--- src/cmti_pkg.sv ---
`default_nettype none

package cmti_pkg;

   // Field widths of the request and result channels
   localparam int CHANNEL_W     = 16;
   localparam int NUM_CHANNELS  = 4;
   localparam int ENTRY_INDEX_W = 10;
   localparam int SAMPLE_W      = 18;
   localparam int TABLE_SIZE_W  = 11;

   // Configuration port geometry
   localparam int CSR_ADDR_W = 3;
   localparam int CSR_DATA_W = 32;
   localparam int REG_IDX_W  = CSR_ADDR_W - 2;

   // Request operation codes
   localparam logic OP_WRITE = 1'b0;
   localparam logic OP_EVAL  = 1'b1;

   // Register indexes
   localparam logic [REG_IDX_W-1:0] REG_TABLE_SIZE = 1'b0;

   typedef logic [CHANNEL_W-1:0] channel_type;

   // One colour entry: index 0 red, 1 green, 2 blue, 3 alpha
   typedef channel_type [NUM_CHANNELS-1:0] rgba_type;

   localparam int RGBA_W = $bits(rgba_type);

endpackage

`default_nettype wire

--- src/cmti_csr.sv ---
`default_nettype none

module cmti_csr (
   input  wire logic                                clock,
   input  wire logic                                reset,
   input  wire logic                                psel,
   input  wire logic                                penable,
   input  wire logic                                pwrite,
   input  wire logic [cmti_pkg::CSR_ADDR_W-1:0]     paddr,
   input  wire logic [cmti_pkg::CSR_DATA_W-1:0]     pwdata,
   output logic      [cmti_pkg::CSR_DATA_W-1:0]     prdata,
   output logic                                     pready,
   output logic      [cmti_pkg::TABLE_SIZE_W-1:0]   table_size
);
   import cmti_pkg::*;

   logic [TABLE_SIZE_W-1:0] table_size_ff;
   logic [TABLE_SIZE_W-1:0] table_size_in;
   logic [REG_IDX_W-1:0]    reg_idx;
   logic                    wr_access;

   assign reg_idx   = paddr[CSR_ADDR_W-1:2];
   assign wr_access = psel && penable && pwrite && pready;
   assign pready    = 1'b1;

   // Decode the write; addresses beyond the register list are dropped
   always_comb begin
      table_size_in = table_size_ff;
      if (wr_access && (reg_idx == REG_TABLE_SIZE)) begin
         table_size_in = pwdata[TABLE_SIZE_W-1:0];
      end
   end

   always_ff @(posedge clock) begin
      if (reset) begin
         table_size_ff <= '0;
      end else begin
         table_size_ff <= table_size_in;
      end
   end

   // Read back
   always_comb begin
      case (reg_idx)
         REG_TABLE_SIZE: prdata = CSR_DATA_W'(table_size_ff);
         default:        prdata = '0;
      endcase
   end

   assign table_size = table_size_ff;

endmodule

`default_nettype wire

--- config.mk ---
export PLATFORM = sky130hd
export DESIGN_NAME = cmti_csr
export DESIGN_NICKNAME = d
export VERILOG_FILES = /design/src/cmti_pkg.sv /design/src/cmti_csr.sv
export SDC_FILE = /design/constraint.sdc
export NUM_CORES = 1
export LEC_CHECK = 0
export BUFFER_PORTS_ARGS = -buffer_cell sky130_fd_sc_hd__buf_2
export CORE_ASPECT_RATIO = 1.25
export CORE_MARGIN = 10
export CORE_UTILIZATION = 30
export DETAILED_ROUTE_END_ITERATION = 16
export GPL_ROUTABILITY_DRIVEN = 0
export PLACE_DENSITY_LB_ADDON = 0.1
export REMOVE_ABC_BUFFERS = 1
export SLEW_MARGIN = 20
export SYNTH_ARGS = -nofsm -noshare
export SYNTH_HDL_FRONTEND = slang
export SYNTH_SLANG_ARGS = --single-unit
--- constraint.sdc ---
create_clock -name clock -period 0.8 [get_ports clock]
set_clock_uncertainty 0.1 [all_clocks]
set_input_delay 0.04 -clock clock [delete_from_list [all_inputs] [get_ports clock]]
set_output_delay 0.04 -clock clock [all_outputs]
set_load 0.03 [all_outputs]
==> qor_table.md, run 1 <==
| Step | Quantity | Reported |
|---|---|---|
| run status | Run status | complete, but fails checks |
| run status | Violated checks | negative setup slack |
| synth | Synthesized instance count | 84 |
| cells and area | Max FFs per register | 11 |
| synth | Count of different cell masters after synthesis | 11 |
| synth | Yosys warning total | 0 |
| sta | Final count of pins violating max slew | 0 |
| run | Max-Cap Viols | 0 |
| cells and area | Antenna diode count | 0 |
| worst hold path | Type of the tightest min-delay check | in2reg |
| detailed routing | Drt pass-1 iters | 2 |
| cells and area | Post-route insts no fill | 173 |
| setup path | Critical path startpoint category | flop |
| cells and area | Number of filler cells placed in the layout | 249 |
| global route | Global-route wire length before repair | 3470 um |
| sta | Post-layout worst setup margin | -0.249 ns |
| sta | Final hold violations | 0 |
| global route | Number of antenna violations at the first check in global routing | 0 |
| floorplan | Initial core utilization | 0.312 |
| synth | Cell type contributing the most total cell area after synthesis | sky130_fd_sc_hd__dfxtp_1 |
| synth | Share of the yosys chip area belonging to registers | 0.291 |
| power | Comb pwr share | 0.303 |
| power | Worst vdd ir | 0.534 mV |
| setup path | Required time of the critical path | 0.66 ns |
| cells and area | Multi-input gate area | 477 sq um |
| clock network | TritonCTS Buffers | 3 |
| setup path | Worst setup slack for register-to-register paths | 0.03 ns |
| floorplan | Standard-cell rows | 20 |
| power | Leakage | 0.589 nW |
| global route | GRT Overall Usage | 0.0885 |
| global route | GRT overflow | 0 |
| sta | RSZ-0062 raised after global routing | true |
| floorplan | I/O pin cnt | 84 |
| power | Total power of the final layout | 1.37 mW |
| detailed routing | Avg WL per Cell | 12.6 um |
| cells and area | Proportion of layout cells with a drive suffix above 1 | 0.507 |
| setup path | Nature of the critical path endpoint | output port |
| sta | Peak clock frequency supported by timing | 0.953 GHz |
| synth | Number of storage elements in the synthesis netlist | 11 |
| clock network | Number of sinks driven by the clock tree | 11 |
| place | Instance count after placement with tap cells included | 154 |
| cells and area | NumNets Final | 181 |
| floorplan | Core area | 0.00243 sq mm |
| synth | Cell types occupying the most area after synthesis | sky130_fd_sc_hd__dfxtp_1 29%, sky130_fd_sc_hd__buf_4 22%, sky130_fd_sc_hd__nand2b_1 18% |
| power | Share of power burned in the clock network | 0.281 |
| floorplan | Full die area | 0.00495 sq mm |
| synth | Post-Syn Area per Cell | 9.01 sq um |
| sta | # setup viols final | 22 |
| place | Worst setup slack before clock tree synthesis | -0.171 ns |
| cells and area | Synthesis-to-layout area growth | 69.4% |
| power | Cell Int Power | 913 uW |
| clock network | H-tree lvl count | 1 |
| power | Total power divided by cell area | 1070 mW/mm^2 |
| global route | Vias in the first global route | 709 |
| detailed routing | Remaining design rule violation count | 0 |
| place | Buffers added on ports | 38 |
| setup path | Worst Setup Path Type | reg2out |
| synth | Mapped cell area | 757 sq um |
| clock network | Source-to-sink clock delay at the later pin of the worst-skew pair | 0.27 ns |
| cells and area | Sequential standard cell area | 234 sq um |
| global route | Largest net degree at the start of global routing | 23 |
| detailed routing | Vias per std cell | 3.84 |
| clock network | CTS Root Buffer Type | sky130_fd_sc_hd__clkbuf_4 |
| clock network | Clock edge transition at the registers on the reported setup and hold paths | 0.07 ns |
| power | Part of the power in registers | 0.416 |
| floorplan | Die H | 76.2 um |
| floorplan | Die Span X | 64.9 um |
| detailed routing | Total detailed-routing wirelength | 2170 um |
| power | Net switching fraction of the power | 0.335 |
| synth | Yosys top cell area share | 0.291 |
| clock network | Clock tree from TritonCTS | done |
| place | Post-detail-place hpwl | 1610 um |
| setup path | Crit Path Max Fanout | 3 |
| detailed routing | Count of vias placed by the detailed router | 664 |
| sta | Fin crit period | 1.05 ns |
| detailed routing | Number of nets with antenna violations after detailed routing | 0 |
| power | Net switching component of the power | 460 uW |
| clock network | Maximum buffer depth of the clock tree | 2 |
| sta | Crit share post-route | 1.31 |
| setup path | Crit path arrival time | 0.91 ns |
| detailed routing | Starting DRC count in detailed routing | 2 |
## placed cells by master (no fill, tap or decap)
master / instances
sky130_fd_sc_hd__conb_1: 22
sky130_fd_sc_hd__nand2b_1: 21
sky130_fd_sc_hd__buf_6: 21
sky130_fd_sc_hd__buf_2: 16
sky130_fd_sc_hd__mux2i_1: 11
sky130_fd_sc_hd__dfxtp_2: 11
sky130_fd_sc_hd__dlygate4sd3_1: 10
sky130_fd_sc_hd__buf_4: 10
sky130_fd_sc_hd__nor2b_4: 7
sky130_fd_sc_hd__clkbuf_4: 3
sky130_fd_sc_hd__nor2b_1: 2
sky130_fd_sc_hd__nor2b_2: 1
sky130_fd_sc_hd__and4b_4: 1
sky130_fd_sc_hd__nand2b_4: 1
sky130_fd_sc_hd__and2b_1: 1
sky130_fd_sc_hd__clkbuf_1: 1
sky130_fd_sc_hd__dlymetal6s4s_1: 1
## cells by family after synthesis
kind of cell | count (synthesis) | synth area share
mux | 11 | 0.145
flops | 11 | 0.291
buf+inv | 26 | 0.261
other cells | 2 | 0.00992
simple gates | 34 | 0.293
## synthesized netlist by cell type
cell and number:
sky130_fd_sc_hd__clkbuf_1 2, sky130_fd_sc_hd__mux2i_1 11, sky130_fd_sc_hd__nand2b_1 22, sky130_fd_sc_hd__conb_1 2, sky130_fd_sc_hd__nor2b_1 10, sky130_fd_sc_hd__buf_12 1
sky130_fd_sc_hd__and4b_4 1, sky130_fd_sc_hd__buf_2 1, sky130_fd_sc_hd__dfxtp_1 11, sky130_fd_sc_hd__and2b_1 1, sky130_fd_sc_hd__buf_4 22
## area by class of cell
class	instances	area share
clock buffer	4	0.0205
multi-input combinational	67	0.372
sequential	11	0.182
tap	33	0.0322
timing repair buffer	58	0.393
## repair_timing
action	in CTS	in global routing
endpoints found under the hold margin	11	0
resized for setup	40	31
buffers inserted	1	3
hold buffers	11	0
setup endpoints to repair	22	25
## worst paths after layout
check	startpoint	end	cells past startpoint
setup / recovery	table_size[10]	prdata[10]	2
hold / removal	pwdata[10]	table_size[10]	4
setup reg to reg	table_size[0]	table_size[0]	3
hold reg to reg	table_size[2]	table_size[2]	2
## per-layer routing
layer	vias up	routed length [um]	track usage
li1	328	-	-
met5	-	0	0
met1	298	763	0.0892
met2	34	1060	0.137
met3	4	307	0.0515
met4	0	44	0.0515
## power groups by stage
stage          Combinational [mW]  Clock, mW  Sequential [mW]
6_report                    0.416      0.387            0.571
5_1_grt                     0.448      0.425            0.572
4_1_cts                     0.382      0.397            0.570
3_5_place_dp                0.323          0            0.580
3_3_place_gp                0.321          0            0.579
2_1_floorplan               0.204          0            0.603
## critical path, cell delays in order, from the launching register on
cell and delay (ns):
sky130_fd_sc_hd__dfxtp_2 0.34, sky130_fd_sc_hd__nor2b_1 0.13, sky130_fd_sc_hd__buf_4 0.17
## metrics by stage
step	hold slack, ns	instance area, sq um	util	TNS (ns)
2_1_floorplan	0.0896	634	-	-4.22
3_3_place_gp	0.204	903	0.372	-1.59
3_5_place_dp	0.212	903	0.372	-1.78
4_1_cts	0.165	1140	0.471	-4.11
5_1_grt	0.207	1280	0.528	-4.81
6_report	0.129	1280	0.528	-4.01
No activity file was read; power rests on OpenSTA's default activity.
==> run 2, diff against run 1 <==
--- a/config.mk
+++ b/config.mk
@@ -7,8 +7,9 @@
 export LEC_CHECK = 0
 export BUFFER_PORTS_ARGS = -buffer_cell sky130_fd_sc_hd__buf_2
 export CORE_ASPECT_RATIO = 1.25
-export CORE_MARGIN = 10
-export CORE_UTILIZATION = 30
+export CORE_MARGIN = 1.5
+export CORE_UTILIZATION = 31
+export CTS_BUF_LIST = sky130_fd_sc_hd__clkbuf_4 sky130_fd_sc_hd__clkbuf_8
 export DETAILED_ROUTE_END_ITERATION = 16
 export GPL_ROUTABILITY_DRIVEN = 0
 export PLACE_DENSITY_LB_ADDON = 0.1
==> qor_table.md, run 2 (synthesis results as in run 1) <==
| Step | Quantity | Reported | vs previous |
|---|---|---|---|
| run status | Run status | complete, but fails checks |  |
| run status | Violated checks | negative setup slack |  |
| sta | Fin crit period | 1.04 ns | -0.0134 ns |
| clock network | Source-to-sink clock delay at the later pin of the worst-skew pair | 0.26 ns | about the same |
| floorplan | Standard-cell rows | 19 | -5.0% |
| clock network | Clock tree from TritonCTS | done |  |
| setup path | Nature of the critical path endpoint | output port |  |
| global route | GRT Overall Usage | 0.120 | +0.0313 |
| setup path | Worst setup slack for register-to-register paths | -0.06 ns | -0.09 ns |
| global route | GRT overflow | 0 | unchanged |
| cells and area | Max FFs per register | 11 | unchanged |
| detailed routing | Count of vias placed by the detailed router | 685 | +3.2% |
| cells and area | Sequential standard cell area | 234 sq um | unchanged |
| power | Total power divided by cell area | 1040 mW/mm^2 | -2.6% |
| sta | Crit share post-route | 1.29 | -0.0167 |
| floorplan | Core area | 0.00226 sq mm | -7.0% |
| worst hold path | Type of the tightest min-delay check | in2reg |  |
| detailed routing | Drt pass-1 iters | 1 | -1 |
| cells and area | Multi-input gate area | 489 sq um | +2.6% |
| sta | RSZ-0062 raised after global routing | true |  |
| global route | Global-route wire length before repair | 2390 um | -31% |
| floorplan | Full die area | 0.00275 sq mm | -44% |
| floorplan | Initial core utilization | 0.335 | +0.0233 |
| floorplan | Die H | 58.3 um | -24% |
| clock network | CTS Root Buffer Type | sky130_fd_sc_hd__clkbuf_4 |  |
| setup path | Worst Setup Path Type | reg2out |  |
| clock network | Clock edge transition at the registers on the reported setup and hold paths | 0.08 ns | about the same |
| sta | # setup viols final | 24 | +9.1% |
| cells and area | Post-route insts no fill | 176 | +1.7% |
| clock network | Maximum buffer depth of the clock tree | 2 | unchanged |
| setup path | Critical path startpoint category | flop |  |
| setup path | Crit path arrival time | 0.90 ns | about the same |
| detailed routing | Starting DRC count in detailed routing | 0 | -2 |
| cells and area | NumNets Final | 186 | +2.8% |
| detailed routing | Total detailed-routing wirelength | 1810 um | -17% |
| global route | Largest net degree at the start of global routing | 23 | unchanged |
| sta | Final hold violations | 0 | unchanged |
| power | Total power of the final layout | 1.41 mW | +2.8% |
| setup path | Crit Path Max Fanout | 3 | unchanged |
| sta | Peak clock frequency supported by timing | 0.966 GHz | +1.3% |
| global route | Number of antenna violations at the first check in global routing | 0 | unchanged |
| clock network | H-tree lvl count | 1 | unchanged |
| sta | Post-layout worst setup margin | -0.236 ns | +0.0134 ns |
| cells and area | Most common cell after layout, fill and taps aside | sky130_fd_sc_hd__buf_6 |  |
| detailed routing | Avg WL per Cell | 10.3 um | -18% |
| clock network | TritonCTS Buffers | 3 | unchanged |
| setup path | Required time of the critical path | 0.66 ns | about the same |
| sta | Final count of pins violating max slew | 0 | unchanged |
| cells and area | Utilization after layout | 0.599 | +0.0711 |
| cells and area | Proportion of layout cells with a drive suffix above 1 | 0.538 | +0.0308 |
| cells and area | Number of filler cells placed in the layout | 229 | -8.0% |
| cells and area | Antenna diode count | 0 | unchanged |
| run | Max-Cap Viols | 0 | unchanged |
| power | Worst vdd ir | 0.774 mV | +45% |
| detailed routing | Number of nets with antenna violations after detailed routing | 0 | unchanged |
| floorplan | I/O pin cnt | 84 | unchanged |
| place | Buffers added on ports | 38 | unchanged |
| clock network | Number of sinks driven by the clock tree | 11 | unchanged |
| global route | Vias in the first global route | 554 | -22% |
| detailed routing | Vias per std cell | 3.89 | +1.4% |
| floorplan | Die Span X | 47.2 um | -27% |
| cells and area | Highest-count cells in the layout ignoring fill and taps | 27 x sky130_fd_sc_hd__buf_6, 22 x sky130_fd_sc_hd__conb_1, 21 x sky130_fd_sc_hd__nand2b_1, 16 x sky130_fd_sc_hd__buf_2 |  |
| cells and area | Synthesis-to-layout area growth | 78.8% |  |
| detailed routing | Remaining design rule violation count | 0 | unchanged |
| power | Leakage | 0.616 nW | +4.6% |
| place | Instance count after placement with tap cells included | 149 | -3.2% |
## run 2: worst max-delay path: stages (launching register included)
cell and delay, ns:
sky130_fd_sc_hd__dfxtp_2 0.35, sky130_fd_sc_hd__nor2b_4 0.15, sky130_fd_sc_hd__buf_6 0.13
## run 2: per-stage QoR
step / hold slack [ns] / cell area, sq um / setup TNS (ns) / setup slack (ns)
finish: 0.169 / 1350 / -4.17 / -0.236
global route: 0.197 / 1350 / -5.10 / -0.282
CTS: 0.177 / 1130 / -3.99 / -0.242
detailed placement: 0.209 / 878 / -2.40 / -0.224
global placement: 0.205 / 878 / -2.19 / -0.203
floorplan: 0.0896 / 634 / -4.22 / -0.351
## run 2: power breakdown
part / internal (mW) / switching [mW]
combinational: 0.168 / 0.260
sequential: 0.561 / 0.0103
clock: 0.226 / 0.187
total: 0.956 / 0.457
## run 2: final cells by class
type,instances,area share
repair buffers,63,0.415
flip-flops and latches,11,0.173
clock buffers,4,0.0222
multi-input cells,67,0.361
well taps,31,0.0287
## run 2: path summary, 6_finish.rpt
kind                      start             end  depth (start not counted)
setup / recovery  table_size[7]       prdata[7]                          2
hold / removal            reset  table_size[10]                          3
setup reg to reg  table_size[2]   table_size[2]                          4
hold reg to reg   table_size[9]   table_size[9]                          2
## run 2: metal layers
metal	vias to the layer above	global-route usage	wire length, um
met3	0	0.0218	84
li1	338	-	-
met4	0	0.0357	0
met5	-	0	0
met1	311	0.134	708
met2	36	0.219	1020
## run 2: timing repair
action,4_1_cts,5_1_grt
hold endpoints to repair,11,0
setup buffers,3,9
endpoints found under the setup margin,22,24
pin swaps,0,0
hold buffers,11,0
gates resized for setup,38,41
